$ cat src/rtl/jsu_pkg.sv
package jsu_pkg;

   // Escape decoder phase: plain text, after a backslash, or waiting on a \u hex digit
   typedef enum logic [2:0] {
      PH_TEXT = 3'd0,
      PH_ESC  = 3'd1,
      PH_HEX1 = 3'd2,
      PH_HEX2 = 3'd3,
      PH_HEX3 = 3'd4,
      PH_HEX4 = 3'd5
   } phase_type;

   // Input transfer payload
   typedef struct packed {
      logic [7:0] in_byte;
      logic       last_byte;
   } req_type;

   // Result transfer payload
   typedef struct packed {
      logic       byte_valid;
      logic [7:0] out_byte;
      logic       run_last;
      logic       string_end;
      logic       bad_escape;
   } rsp_type;

   // Group of up to three results caused by one input byte
   typedef struct packed {
      logic [1:0] count;
      logic [7:0] byte0;
      logic [7:0] byte1;
      logic [7:0] byte2;
      logic       str_end;
      logic       bad;
   } burst_type;

   // Characters of interest
   localparam logic [7:0] CHR_BSLASH  = 8'h5c;
   localparam logic [7:0] CHR_LOWER_B = 8'h62;
   localparam logic [7:0] CHR_LOWER_F = 8'h66;
   localparam logic [7:0] CHR_LOWER_N = 8'h6e;
   localparam logic [7:0] CHR_LOWER_R = 8'h72;
   localparam logic [7:0] CHR_LOWER_T = 8'h74;
   localparam logic [7:0] CHR_LOWER_U = 8'h75;

   // Control bytes for the short escapes
   localparam logic [7:0] CTL_BS = 8'h08;
   localparam logic [7:0] CTL_FF = 8'h0c;
   localparam logic [7:0] CTL_LF = 8'h0a;
   localparam logic [7:0] CTL_CR = 8'h0d;
   localparam logic [7:0] CTL_HT = 8'h09;

   // UTF-8 encoding limits and lead/continuation marks
   localparam logic [15:0] UTF8_MAX1 = 16'h007f;
   localparam logic [15:0] UTF8_MAX2 = 16'h07ff;
   localparam logic [7:0]  UTF8_LEAD2 = 8'hc0;
   localparam logic [7:0]  UTF8_LEAD3 = 8'he0;
   localparam logic [7:0]  UTF8_CONT  = 8'h80;

   // Hex digit value in the low four bits; bit 4 set marks a non-hex character
   function automatic logic [4:0] hex_value(input logic [7:0] c);
      logic [4:0] v;
      v = 5'h10;
      if (c >= 8'h30 && c <= 8'h39) begin
         v = 5'(c - 8'h30);
      end else if (c >= 8'h41 && c <= 8'h46) begin
         v = 5'(c - 8'h37);
      end else if (c >= 8'h61 && c <= 8'h66) begin
         v = 5'(c - 8'h57);
      end
      return v;
   endfunction

endpackage

$ cat src/rtl/jsu_decode.sv
module jsu_decode (
   input  logic              clock,
   input  logic              reset,
   input  logic              accept,
   input  jsu_pkg::req_type  req,
   output jsu_pkg::burst_type burst
);

   jsu_pkg::phase_type phase_ff, phase_in;
   logic [11:0]        acc_ff, acc_in;
   logic               err_ff, err_in;

   logic [7:0]  c;
   logic        last;
   logic [4:0]  d;
   logic [15:0] code;

   assign c    = req.in_byte;
   assign last = req.last_byte;
   assign d    = jsu_pkg::hex_value(c);
   assign code = {acc_ff, d[3:0]};

   // Decode one byte against the escape state
   always_comb begin
      phase_in = phase_ff;
      acc_in   = acc_ff;
      err_in   = err_ff;
      burst    = '0;

      if (!err_ff) begin
         case (phase_ff)
            jsu_pkg::PH_ESC: begin
               phase_in = jsu_pkg::PH_TEXT;
               burst.count = 2'd1;
               case (c)
                  jsu_pkg::CHR_LOWER_B: burst.byte0 = jsu_pkg::CTL_BS;
                  jsu_pkg::CHR_LOWER_F: burst.byte0 = jsu_pkg::CTL_FF;
                  jsu_pkg::CHR_LOWER_N: burst.byte0 = jsu_pkg::CTL_LF;
                  jsu_pkg::CHR_LOWER_R: burst.byte0 = jsu_pkg::CTL_CR;
                  jsu_pkg::CHR_LOWER_T: burst.byte0 = jsu_pkg::CTL_HT;
                  jsu_pkg::CHR_LOWER_U: begin
                     burst.count = 2'd0;
                     phase_in    = jsu_pkg::PH_HEX1;
                     acc_in      = '0;
                     if (last) err_in = 1'b1;
                  end
                  default: burst.byte0 = c;
               endcase
            end
            jsu_pkg::PH_HEX1, jsu_pkg::PH_HEX2, jsu_pkg::PH_HEX3: begin
               if (d[4]) begin
                  err_in = 1'b1;
               end else begin
                  acc_in   = {acc_ff[7:0], d[3:0]};
                  phase_in = jsu_pkg::phase_type'(phase_ff + 3'd1);
                  if (last) err_in = 1'b1;
               end
            end
            jsu_pkg::PH_HEX4: begin
               if (d[4]) begin
                  err_in = 1'b1;
               end else begin
                  phase_in = jsu_pkg::PH_TEXT;
                  acc_in   = '0;
                  // Encode the code point as UTF-8
                  if (code <= jsu_pkg::UTF8_MAX1) begin
                     burst.count = 2'd1;
                     burst.byte0 = code[7:0];
                  end else if (code <= jsu_pkg::UTF8_MAX2) begin
                     burst.count = 2'd2;
                     burst.byte0 = jsu_pkg::UTF8_LEAD2 | {3'b000, code[10:6]};
                     burst.byte1 = jsu_pkg::UTF8_CONT | {2'b00, code[5:0]};
                  end else begin
                     burst.count = 2'd3;
                     burst.byte0 = jsu_pkg::UTF8_LEAD3 | {4'b0000, code[15:12]};
                     burst.byte1 = jsu_pkg::UTF8_CONT | {2'b00, code[11:6]};
                     burst.byte2 = jsu_pkg::UTF8_CONT | {2'b00, code[5:0]};
                  end
               end
            end
            default: begin
               phase_in = jsu_pkg::PH_TEXT;
               if (c == jsu_pkg::CHR_BSLASH && !last) begin
                  phase_in = jsu_pkg::PH_ESC;
               end else begin
                  burst.count = 2'd1;
                  burst.byte0 = c;
               end
            end
         endcase
      end

      // Drop bytes after an error; the final byte yields the error result alone
      if (err_in) begin
         burst = '0;
         if (last) begin
            burst.count = 2'd1;
            burst.bad   = 1'b1;
         end
      end

      burst.str_end = last;

      // Return to plain text at the end of every string
      if (last) begin
         phase_in = jsu_pkg::PH_TEXT;
         acc_in   = '0;
         err_in   = 1'b0;
      end
   end

   // Advance the escape state on each input transfer
   always_ff @(posedge clock) begin
      if (reset) begin
         phase_ff <= jsu_pkg::PH_TEXT;
         acc_ff   <= '0;
         err_ff   <= 1'b0;
      end else if (accept) begin
         phase_ff <= phase_in;
         acc_ff   <= acc_in;
         err_ff   <= err_in;
      end
   end

endmodule

$ cat src/rtl/jsu_emit.sv
module jsu_emit (
   input  logic               clock,
   input  logic               reset,
   input  logic               load,
   input  jsu_pkg::burst_type burst,
   output logic               free,
   output logic               rsp_valid,
   input  logic               rsp_stall,
   output jsu_pkg::rsp_type   rsp_data
);

   logic [1:0] cnt_ff, cnt_in;
   logic [7:0] b0_ff, b0_in;
   logic [7:0] b1_ff, b1_in;
   logic [7:0] b2_ff, b2_in;
   logic       end_ff, end_in;
   logic       bad_ff, bad_in;
   logic       xfer;

   assign rsp_valid = (cnt_ff != 2'd0);
   assign xfer      = rsp_valid && !rsp_stall;
   // Room for a new group once the last held result leaves
   assign free      = (cnt_ff == 2'd0) || (cnt_ff == 2'd1 && !rsp_stall);

   // Present the head of the held group
   always_comb begin
      rsp_data.byte_valid = !bad_ff;
      rsp_data.out_byte   = b0_ff;
      rsp_data.run_last   = (cnt_ff == 2'd1);
      rsp_data.string_end = (cnt_ff == 2'd1) && end_ff;
      rsp_data.bad_escape = bad_ff;
   end

   // Load a new group, or shift the held one on each output transfer
   always_comb begin
      cnt_in = cnt_ff;
      b0_in  = b0_ff;
      b1_in  = b1_ff;
      b2_in  = b2_ff;
      end_in = end_ff;
      bad_in = bad_ff;
      if (load) begin
         cnt_in = burst.count;
         b0_in  = burst.byte0;
         b1_in  = burst.byte1;
         b2_in  = burst.byte2;
         end_in = burst.str_end;
         bad_in = burst.bad;
      end else if (xfer) begin
         cnt_in = cnt_ff - 2'd1;
         b0_in  = b1_ff;
         b1_in  = b2_ff;
      end
   end

   always_ff @(posedge clock) begin
      if (reset) begin
         cnt_ff <= 2'd0;
      end else begin
         cnt_ff <= cnt_in;
      end
   end

   always_ff @(posedge clock) begin
      b0_ff  <= b0_in;
      b1_ff  <= b1_in;
      b2_ff  <= b2_in;
      end_ff <= end_in;
      bad_ff <= bad_in;
   end

endmodule

$ cat src/rtl/json_string_unescape_utf8.sv
// JSON string body unescaper. Raw bytes of an escaped string body arrive one per
// transfer on the req_ channel with a last_byte mark; decoded bytes leave one per
// transfer on the rsp_ channel. Short escapes give control bytes, \u with four hex
// digits gives one to three UTF-8 bytes, a lone trailing backslash is passed as is.
// A bad or truncated \u escape drops the rest of the string and ends it with one
// result carrying bad_escape. An input byte is taken every cycle while the output
// register is empty or its last held result leaves; a byte causing two or three
// results holds the input while the output register drains them one per cycle
// when rsp_stall is low. Results appear in the cycle after their byte is taken.
module json_string_unescape_utf8 (
   input  logic             clock,
   input  logic             reset,
   input  logic             req_valid,
   output logic             req_stall,
   input  jsu_pkg::req_type req_data,
   output logic             rsp_valid,
   input  logic             rsp_stall,
   output jsu_pkg::rsp_type rsp_data
);

   jsu_pkg::burst_type burst;
   logic               accept;
   logic               free;

   assign req_stall = !free;
   assign accept    = req_valid && free;

   jsu_decode u_decode (
      .clock  (clock),
      .reset  (reset),
      .accept (accept),
      .req    (req_data),
      .burst  (burst)
   );

   // Load only groups that hold at least one result
   jsu_emit u_emit (
      .clock     (clock),
      .reset     (reset),
      .load      (accept && burst.count != 2'd0),
      .burst     (burst),
      .free      (free),
      .rsp_valid (rsp_valid),
      .rsp_stall (rsp_stall),
      .rsp_data  (rsp_data)
   );

endmodule

$ cat config.mk
export PLATFORM = sky130hd
export DESIGN_NAME = json_string_unescape_utf8
export DESIGN_NICKNAME = d
export VERILOG_FILES = /design/src/rtl/jsu_pkg.sv /design/src/rtl/jsu_decode.sv /design/src/rtl/jsu_emit.sv /design/src/rtl/json_string_unescape_utf8.sv
export SDC_FILE = /design/constraint.sdc
export NUM_CORES = 1
export LEC_CHECK = 0
export BUFFER_PORTS_ARGS = -buffer_cell sky130_fd_sc_hd__buf_2
export CAP_MARGIN = 20
export CORE_AREA = 2 2 96 61
export DETAILED_ROUTE_END_ITERATION = 12
export DIE_AREA = 0 0 98 63
export GPL_ROUTABILITY_DRIVEN = 0
export PLACE_DENSITY_LB_ADDON = 0.08
export SYNTH_ARGS = -nofsm -noshare
export SYNTH_HDL_FRONTEND = slang
export SYNTH_SLANG_ARGS = --single-unit
export TNS_END_PERCENT = 10
$ cat constraint.sdc
create_clock -name clock -period 4.6 [get_ports clock]
set_clock_uncertainty 0.15 [all_clocks]
set_input_delay 0 -clock clock [delete_from_list [all_inputs] [get_ports clock]]
set_output_delay 0 -clock clock [all_outputs]
set_load 0.005 [all_outputs]
Word level (Yosys, flattened, before mapping)
Cells that the tools add are included.

storage, ports and cells
  register bits = 44
  bits of input ports = 13
  output and inout bits = 14

operators by class
  add/sub/neg operators = 5
  order comparisons = 8
  equality and inequality tests = 17
  mux-type cells = 42
  bitwise gates (word level) = 1
  reduce and logical (&&, ||, !) cells = 24

operators by type and width
  kind                                                              count
  2-to-1 mux 12 bit                                                 5
  equality test 8 x 7 -> 1 bit, second input constant               7
  2-to-1 mux 26 bit                                                 2
  one-hot mux 8 bit (6 select lines)                                1
  2-to-1 mux 8 bit                                                  5
  one-hot mux 12 bit (3 select lines)                               1
  2-to-1 mux 16 bit                                                 2
  one-hot mux 10 bit (3 select lines)                               1
  2-to-1 mux 28 bit                                                 1
  2-to-1 mux 17 bit                                                 1
  >= comparator 8 x 7 -> 1 bit, second input constant               2
  less-or-equal comparator 16 x 11 -> 1 bit, second input constant  1
  less-or-equal comparator 16 x 7 -> 1 bit, second input constant   1
  less-or-equal comparator 8 x 7 -> 1 bit, second input constant    2
  2-to-1 mux 5 bit                                                  3
  subtractor 5 bit, second input constant                           3
  2-to-1 mux 3 bit                                                  4
  2-to-1 mux 10 bit                                                 1
  logical AND 1 bit                                                 9
  2-to-1 mux 1 bit                                                  9
  2-to-1 mux 9 bit                                                  1
  != test 3 bit, second input constant                              3
  one-hot mux 3 bit (3 select lines)                                1
  >= comparator 8 x 6 -> 1 bit, second input constant               1
  other kinds (21)                                                  30

Depth between registers and ports, before layout
Gate-level depths: netlist of the first run.

  depth in word-level cells = 15
  depth in mapped cells = 12

By module
A second synthesis of the first run with hierarchy kept.

unflattened totals
  cell total of the unflattened synthesis = 345
  area total of the unflattened synthesis = 3200.6 um^2

by module, submodules not included
  module                     instances  cells each  area an instance (um^2)
  jsu_decode                 1          276         2043.2
  jsu_emit                   1          66          1137.3
  json_string_unescape_utf8  1          3           20.0

Worst setup path before layout of the first run
OpenSTA, ideal clock, no wires.

  path type = register to register
  start = reg u_decode.phase_ff[1]
  end = reg u_emit.b0_ff[0], enable pin
  library setup time = 455 ps
  arrival time = 2653 ps
  data required time = 3995 ps
  slack = 1342 ps
  stages on the path, launching flop included = 11
  path buffers = 1
  path through = dfxtp_1 -> inv_1 -> ha_1 -> nor2b_1 -> clkbuf_1 -> nand4_1 -> a31oi_4 -> or2b_1 -> nor4b_4 -> nor3_4 -> o21ai_0

between the ends
  cells in the longest elaborated chain, start to end = 8

RTL lines
  item                                                                                              RTL line                         source
  from (decl)                                                                                       jsu_decode.sv:9                  jsu_pkg::phase_type phase_ff, phase_in;
  from (signal assigned)                                                                            jsu_decode.sv:115                phase_ff <= jsu_pkg::PH_TEXT;
  from (signal assigned)                                                                            jsu_decode.sv:119                phase_ff <= phase_in;
  equality test 3 x 2 -> 1 bit / equality test 3 bit (equally long branches)                        jsu_decode.sv:31                 case (phase_ff)
  OR reduction 3 bit                                                                                --
  one-hot mux 10 bit (3 select lines) / one-hot mux 1 bit (3 select lines) (equally long branches)  jsu_decode.sv:31
  2-to-1 mux 26 bit / 2-to-1 mux 1 bit (equally long branches)                                      jsu_decode.sv:30                 if (!err_ff) begin
  2-to-1 mux 28 bit *                                                                               jsu_decode.sv:94                 if (err_in) begin
  nonzero test 2 bit *                                                                              json_string_unescape_utf8.sv:40  .load (accept && burst.count != 2'd0),
  logical AND 1 bit *                                                                               json_string_unescape_utf8.sv:40
  nonzero test 2 bit (no source line) *                                                             --
  to (signal assigned)                                                                              jsu_emit.sv:65                   b0_ff <= b0_in;
  to (decl)                                                                                         jsu_emit.sv:13                   logic [7:0] b0_ff, b0_in;

Every way passes the cells marked *; elsewhere a longest branch is shown, timed or not.
A chain may end at the register's enable or synchronous reset.

Worst setup path in the final report of the first run
  start = reg u_decode.phase_ff[0]
  end = reg u_emit.b1_ff[2], enable pin

between the ends
  cells in the longest elaborated chain, start to end = 8

RTL lines
  item                                                                                              RTL line                         source
  equality test 3 x 2 -> 1 bit / equality test 3 bit (equally long branches)                        jsu_decode.sv:31
  OR reduction 3 bit                                                                                --
  one-hot mux 10 bit (3 select lines) / one-hot mux 1 bit (3 select lines) (equally long branches)  jsu_decode.sv:31
  2-to-1 mux 26 bit / 2-to-1 mux 1 bit (equally long branches)                                      jsu_decode.sv:30
  2-to-1 mux 28 bit *                                                                               jsu_decode.sv:94
  nonzero test 2 bit *                                                                              json_string_unescape_utf8.sv:40
  logical AND 1 bit *                                                                               json_string_unescape_utf8.sv:40
  nonzero test 2 bit (no source line) *                                                             --
  to (signal assigned)                                                                              jsu_emit.sv:66                   b1_ff <= b1_in;
  to (decl)                                                                                         jsu_emit.sv:14                   logic [7:0] b1_ff, b1_in;

Marks and branches as above.

==> results.sh, run 1 <==
export IMPL_drt_vias_per_instance=6.01
export IMPL_fp_row_count=21
export IMPL_hp_class="in2reg"
export IMPL_p_total_mw=0.886
export IMPL_grt_pass1_vias=2300
export IMPL_postSynthCellCount=327
export IMPL_stdcell_area_um2=3250
export IMPL_placed_area_um2=3140
export IMPL_netlist_area_leader_share_pct=23.4
export IMPL_synth_top_area_cell="edfxtp_1"
export IMPL_arrival_ps=3370
export IMPL_start_util_pct=57.7
export IMPL_synth_cell_types=74
export IMPL_antenna_cells=0
export IMPL_synth_area_leaders="edfxtp_1 (23%), dfxtp_1 (12%), mux2i_1 (4.9%)"
export IMPL_ctsResizeCount=0
export IMPL_seq_area_um2=1080
export IMPL_yosys_register_bits=42
export IMPL_wl_per_cell_um=17.1
export IMPL_path_max_fanout=11
export IMPL_rsz0062_at_grt="false"
export IMPL_nets=367
export IMPL_die_area_um2=6170
export IMPL_setup_ws_ps=1130
export IMPL_drt_initial_drc_count=276
export IMPL_pin_count=27
export IMPL_synth_compound_area_share_pct=18.6
export IMPL_synth_xor_area_share_pct=0.854
export IMPL_nFillCells=481
export IMPL_syn_cell_area_um2=3080
export IMPL_overflow=0
export IMPL_cts_root_buf="clkbuf_8"
export IMPL_die_h_um=63
export IMPL_cts_made_buffers=5
export IMPL_grt_usage_pct=23.9
export IMPL_final_antenna_net_count=0
export IMPL_critPathLaunchType="register"
export IMPL_synth_most_common_cell="nand2_1"
export IMPL_drive_above_1_share_pct=17.7
export IMPL_drc=0
export IMPL_clk_pin_slew_ps=80
export IMPL_synth_common_cells="nand2_1 (30), edfxtp_1 (24), a21oi_1 (21)"
export IMPL_cts_buffer_depth=2
export IMPL_synthSimpleGateAreaFrac_pct=24.8
export IMPL_synth_adder_area_share_pct=4.47
export IMPL_min_period_over_period_pct=75.4
export IMPL_syn_num_nets=351
export IMPL_final_max_slew_viol_count=0
export IMPL_vdd_drop_max_mv=0.136
export IMPL_antenna_found_initial=0
export IMPL_numPortBuffers=26
export IMPL_dieWidth_um=98
export IMPL_cap_violations=0
export IMPL_multi_input_area_um2=1760
export IMPL_status="completed"
export IMPL_worstSetupPathType="reg2reg"
export IMPL_hold_viol=0
export IMPL_synth_top_family_by_area="simple AND/OR/NAND/NOR gates"
export IMPL_fmax_mhz=288
export IMPL_period_needed_ps=3470
export IMPL_synth_mux_area_share_pct=8.54
export IMPL_clock_sinks=42
export IMPL_synth_async_reset_ratio_pct=0
export IMPL_area_growth_pct=5.77
export IMPL_leakagePower_nw=1.26
export IMPL_grt_max_degree=20
export IMPL_power_density_nw_per_um2=272
export IMPL_cts_tree="done"
export IMPL_grt_pass1_wl_um=11800
export IMPL_ys_warn_count=0
export IMPL_tns_ps=0
export IMPL_h_tree_depth=2
export IMPL_worstPathRequired_ps=4510
export IMPL_dr_total_vias=2483
export IMPL_yosysSeqAreaShare_pct=35.1
export IMPL_finalSetupViolCount=0
export IMPL_dp_hpwl_um=5360
export IMPL_dp_slack_ps=1170
export IMPL_core_um2=5330
export IMPL_drtPass1Iterations=5
export IMPL_drt_total_wl_um=7060
export IMPL_critPathCaptureType="register"
export IMPL_synthFlopType="edfxtp_1"
export IMPL_clk_latency_ps=290
export IMPL_tightest_slew_ps=703
export IMPL_syn_area_per_cell_um2=9.41
export IMPL_synth_edf_count=24
export IMPL_max_slew_margin_pct=53.0
## layout by cell type (no fill, tap or decap), types with 5 or more instances in the layout
master | synthesis | final
edfxtp_1 | 24 | 24
nor4_1 | 7 | 7
clkbuf_8 | 0 | 5
nor3_1 | 6 | 6
nor2_1 | 19 | 19
a21oi_1 | 21 | 21
nand3_1 | 7 | 7
nand2_1 | 30 | 30
mux2i_1 | 15 | 15
o21ai_0 | 16 | 15
ha_1 | 11 | 11
and2_1 | 11 | 11
nand2b_1 | 14 | 14
o22ai_1 | 7 | 7
buf_2 | 2 | 26
dfxtp_1 | 18 | 18
mux2_4 | 6 | 6
inv_1 | 15 | 15
nor2b_1 | 5 | 5
## stage by stage
stage | instances | utilization [%] | hold WS, ps
detailed placement | 402 | 58.9 | 234
finish | 413 | 61.0 | 28.2
floorplan | 327 | - | -51.1
global placement | 401 | 58.7 | 226
CTS | 413 | 61.0 | 19.3
global route | 413 | 61.0 | 37.7
## cells by family (layout without fill, tap and decap cells)
kind of cell / after synthesis / count (layout)
XOR/XNOR: 3 / 3
adder cells (fa/ha/maj): 11 / 11
AO/OA/AOI/OAI: 82 / 82
AND/OR/NAND/NOR: 128 / 128
buffers and inverters: 38 / 55
multiplexers: 23 / 23
flip-flops: 42 / 42
## where the power goes
group	switching [mW]	internal, mW	leakage, nW
sequential	0.0103	0.447	0.384
combinational	0.110	0.0876	0.833
clock	0.127	0.105	0.0450
total	0.247	0.639	1.26
## worst max-delay path: stages (launching register included)
cell and delay (ps):
dfxtp_1 410, ha_1 250, nor2b_1 410, nand4_1 290
a31oi_4 370, or2b_1 190, nor4b_4 70, nor3_4 500
o21ai_1 330, buf_6 250
## sequential cells by signal, indices dropped and copies added (netlist names)
register / cells
u_emit.bad_ff: 1
u_emit.cnt_ff: 2
u_decode.acc_ff: 12
u_decode.phase_ff: 3
u_emit.b0_ff: 8
u_decode.err_ff: 1
u_emit.b1_ff: 7
u_emit.b2_ff: 7
u_emit.end_ff: 1
## layout make-up
| type | instances | share of cell area [%] |
|---|---|---|
| Tap cell | 69 | 2.65 |
| Inverter | 15 | 1.73 |
| Clock inverter | 2 | 0.308 |
| Multi-Input combinational cell | 247 | 54.1 |
| Sequential cell | 42 | 33.2 |
| Clock buffer | 6 | 2.23 |
| Timing Repair Buffer | 32 | 5.73 |
## layer usage
layer | track usage, % | vias to the layer above | wire length, um
met5 | 0 | - | 0
met4 | 3.65 | 0 | 19
met3 | 4.14 | 3 | 451
met2 | 34.7 | 94 | 2930
met1 | 37.7 | 1152 | 3660
li1 | - | 1234 | -
## path summary, 6_finish.rpt
kind                                        endpoint  slack, ps  depth (start not counted)                  from
worst max register to register       u_emit.b1_ff[2]       1130                          9  u_decode.phase_ff[0]
worst min register to register   u_decode.acc_ff[11]        360                          2   u_decode.acc_ff[11]
worst max-delay path                 u_emit.b1_ff[2]       1130                          9  u_decode.phase_ff[0]
worst min-delay path            u_decode.phase_ff[2]         30                          4             req_valid
## timing repair
item	in CTS	in global routing
buffers inserted	0	0
endpoints found under the setup margin	0	0
endpoints found under the hold margin	6	0
hold buffers	3	0
(Power assumes the default switching activity.)
==> inputs of run 2 (changes only) <==
--- a/config.mk
+++ b/config.mk
@@ -7,9 +7,9 @@
 export LEC_CHECK = 0
 export BUFFER_PORTS_ARGS = -buffer_cell sky130_fd_sc_hd__buf_2
 export CAP_MARGIN = 20
-export CORE_AREA = 2 2 96 61
+export CORE_AREA = 2 2 101 64
 export DETAILED_ROUTE_END_ITERATION = 12
-export DIE_AREA = 0 0 98 63
+export DIE_AREA = 0 0 103 66
 export GPL_ROUTABILITY_DRIVEN = 0
 export PLACE_DENSITY_LB_ADDON = 0.08
 export SYNTH_ARGS = -nofsm -noshare
==> constraint.sdc (replaced) <==
create_clock -name clock -period 3.1 [get_ports clock]
set_clock_uncertainty 0.15 [all_clocks]
set_input_delay 0 -clock clock [delete_from_list [all_inputs] [get_ports clock]]
set_output_delay 0 -clock clock [all_outputs]
set_load 0.005 [all_outputs]
==> run 2 against run 1 <==
Against the previous run:
- worst setup slack lost 1000 ps
- register-to-register slack worse by 1000 ps
- critical endpoint is now u_emit.cnt_ff[0]
- critical path type unchanged
- flip-flop and latch count stayed put
- critical path depth grew 4
- maximum frequency is 16% higher
- highest routed layer unchanged
- first-iteration DRC count is 1.4% lower
- global-route usage decreased by 0.077 points
- clock power is 89% higher
- die area increased by 10%
- via count increased by 5.8%
- wire length rose by 9.1%
==> results.sh, run 2 (synthesized netlist as in run 1, its figures left out) <==
export IMPL_status="completed"
export IMPL_hp_class="in2reg"
export IMPL_p_total_mw=1.43
export IMPL_drt_total_wl_um=7700
export IMPL_max_slew_margin_pct=56.8
export IMPL_critPathTopFamily="buffers and inverters"
export IMPL_clock_sinks=42
export IMPL_critPathCaptureType="register"
export IMPL_die_h_um=66
export IMPL_dr_total_vias=2627
export IMPL_fin_util_pct=59.0
export IMPL_overflow=0
export IMPL_cts_tree="done"
export IMPL_drt_initial_drc_count=272
export IMPL_leakagePower_nw=1.37
export IMPL_cts_root_buf="clkbuf_8"
export IMPL_period_needed_ps=2990
export IMPL_tns_ps=0
export IMPL_placed_area_um2=3290
export IMPL_tightest_slew_ps=642
export IMPL_drive_above_1_share_pct=22.8
export IMPL_vdd_drop_max_mv=0.184
export IMPL_seq_power_share_pct=47.4
export IMPL_path_max_fanout=12
export IMPL_nFillCells=548
export IMPL_drc=0
export IMPL_final_antenna_net_count=0
export IMPL_dieWidth_um=103
export IMPL_core_um2=5890
export IMPL_rsz0062_at_grt="true"
export IMPL_final_common_cell="nand2_1"
export IMPL_cp_slowest_cell="dlygate4sd3_1"
export IMPL_cts_made_buffers=5
export IMPL_fp_row_count=22
export IMPL_grt_pass1_wl_um=12200
export IMPL_h_tree_depth=2
export IMPL_min_period_over_period_pct=96.6
export IMPL_antenna_found_initial=0
export IMPL_clk_latency_ps=300
export IMPL_worstSetupPathType="reg2reg"
export IMPL_grt_max_degree=20
export IMPL_arrival_ps=3090
export IMPL_p_sw_mw=0.380
export IMPL_antenna_cells=0
export IMPL_largest_reg_flops=12
export IMPL_nets=387
export IMPL_power_density_nw_per_um2=411
export IMPL_grt_pass1_vias=2405
export IMPL_die_area_um2=6800
export IMPL_critPathMaxStageDelay_ps=560
export IMPL_finalSetupViolCount=0
export IMPL_critPathLaunchType="register"
export IMPL_wl_per_cell_um=17.2
export IMPL_area_growth_pct=12.9
export IMPL_final_cell_mix="nand2_1 (30), buf_2 (26), edfxtp_1 (24), buf_4 (22), a21oi_1 (20)"
export IMPL_hold_slack_ps=23.5
export IMPL_p_int_mw=1.05
export IMPL_worstPathRequired_ps=3190
export IMPL_clk_pin_slew_ps=90
export IMPL_pin_count=27
export IMPL_dp_hpwl_um=5810
export IMPL_final_max_slew_viol_count=0
export IMPL_top_register="u_decode.acc_ff"
export IMPL_crit_chain="inv_1, ha_1, nor2b_1, nand4_1, a31oi_4, buf_4, inv_1, buf_4, nand4_1, buf_4, nand2_1, a21oi_1, dlygate4sd3_1"
export IMPL_fmax_mhz=334
export IMPL_p_sw_share_pct=26.6
export IMPL_cts_buffer_depth=2
export IMPL_cp_common_cell="buf_4"
export IMPL_clock_power_share_pct=30.7
export IMPL_power_share_combinational_pct=21.9
export IMPL_reg_largest_list="u_decode.acc_ff x12, u_emit.b0_ff x8"
export IMPL_cap_violations=0
export IMPL_drt_vias_per_instance=5.86
export IMPL_stdcell_area_um2=3470
export IMPL_start_util_pct=52.2
export IMPL_drtPass1Iterations=5
export IMPL_hold_viol=0
export IMPL_numPortBuffers=26
export IMPL_cp_buffers_inverters=6
export IMPL_grt_usage_pct=23.8
-- run 2: layout make-up --
type                    instances  area [um2]  area share [%]
flip-flops and latches         42        1080            31.1
clock buffers                   6        72.6            2.09
well taps                      84         105            3.03
repair buffers                 52         345            9.94
inverters                      15        56.3            1.62
multi-input cells             247        1780            51.1
clock inverters                 2        37.5            1.08
-- run 2: worst min-delay path, stage by stage --
cell	delay (ps)
buf_2	100
nor2b_1	180
nand3_1	90
a21oi_1	60
-- run 2: path summary, 6_finish.rpt --
path / startpoint / end / slack (ps) / cells after the start
worst max-delay path: u_decode.phase_ff[1] / u_emit.cnt_ff[0] / 110 / 13
worst min-delay path: req_valid / u_decode.phase_ff[1] / 20 / 4
worst max register to register: u_decode.phase_ff[1] / u_emit.cnt_ff[0] / 110 / 13
worst min register to register: u_decode.acc_ff[8] / u_decode.acc_ff[8] / 350 / 2
-- run 2: through the flow --
stage          instances  setup WS (ps)
4_1_cts              446           81.0
2_1_floorplan        327           32.0
5_1_grt              448          -96.9
3_5_place_dp         435           21.8
3_3_place_gp         435            149
6_report             448            107
-- run 2: power groups by stage --
| stage | combinational, mW | clock (mW) | sequential, mW |
|---|---|---|---|
| CTS | 0.302 | 0.443 | 0.678 |
| finish | 0.313 | 0.438 | 0.677 |
| floorplan | 0.210 | 0 | 0.692 |
| detailed placement | 0.295 | 0 | 0.691 |
| global placement | 0.291 | 0 | 0.689 |
| global route | 0.344 | 0.468 | 0.682 |
-- run 2: per-layer routing --
| metal | global-route usage [%] | vias to the layer above | wire [um] |
|---|---|---|---|
| li1 | - | 1268 | - |
| met1 | 38.1 | 1233 | 3990 |
| met2 | 33.4 | 115 | 3060 |
| met3 | 3.91 | 11 | 585 |
| met4 | 4.61 | 0 | 65 |
| met5 | 0 | - | 0 |
-- run 2: what timing repair did --
item / 4_1_cts / 5_1_grt
hold buffers: 3 / 0
endpoints found under the hold margin: 6 / 0
setup endpoints to repair: 0 / 25
buffers inserted: 0 / 2
resized for setup: 0 / 3
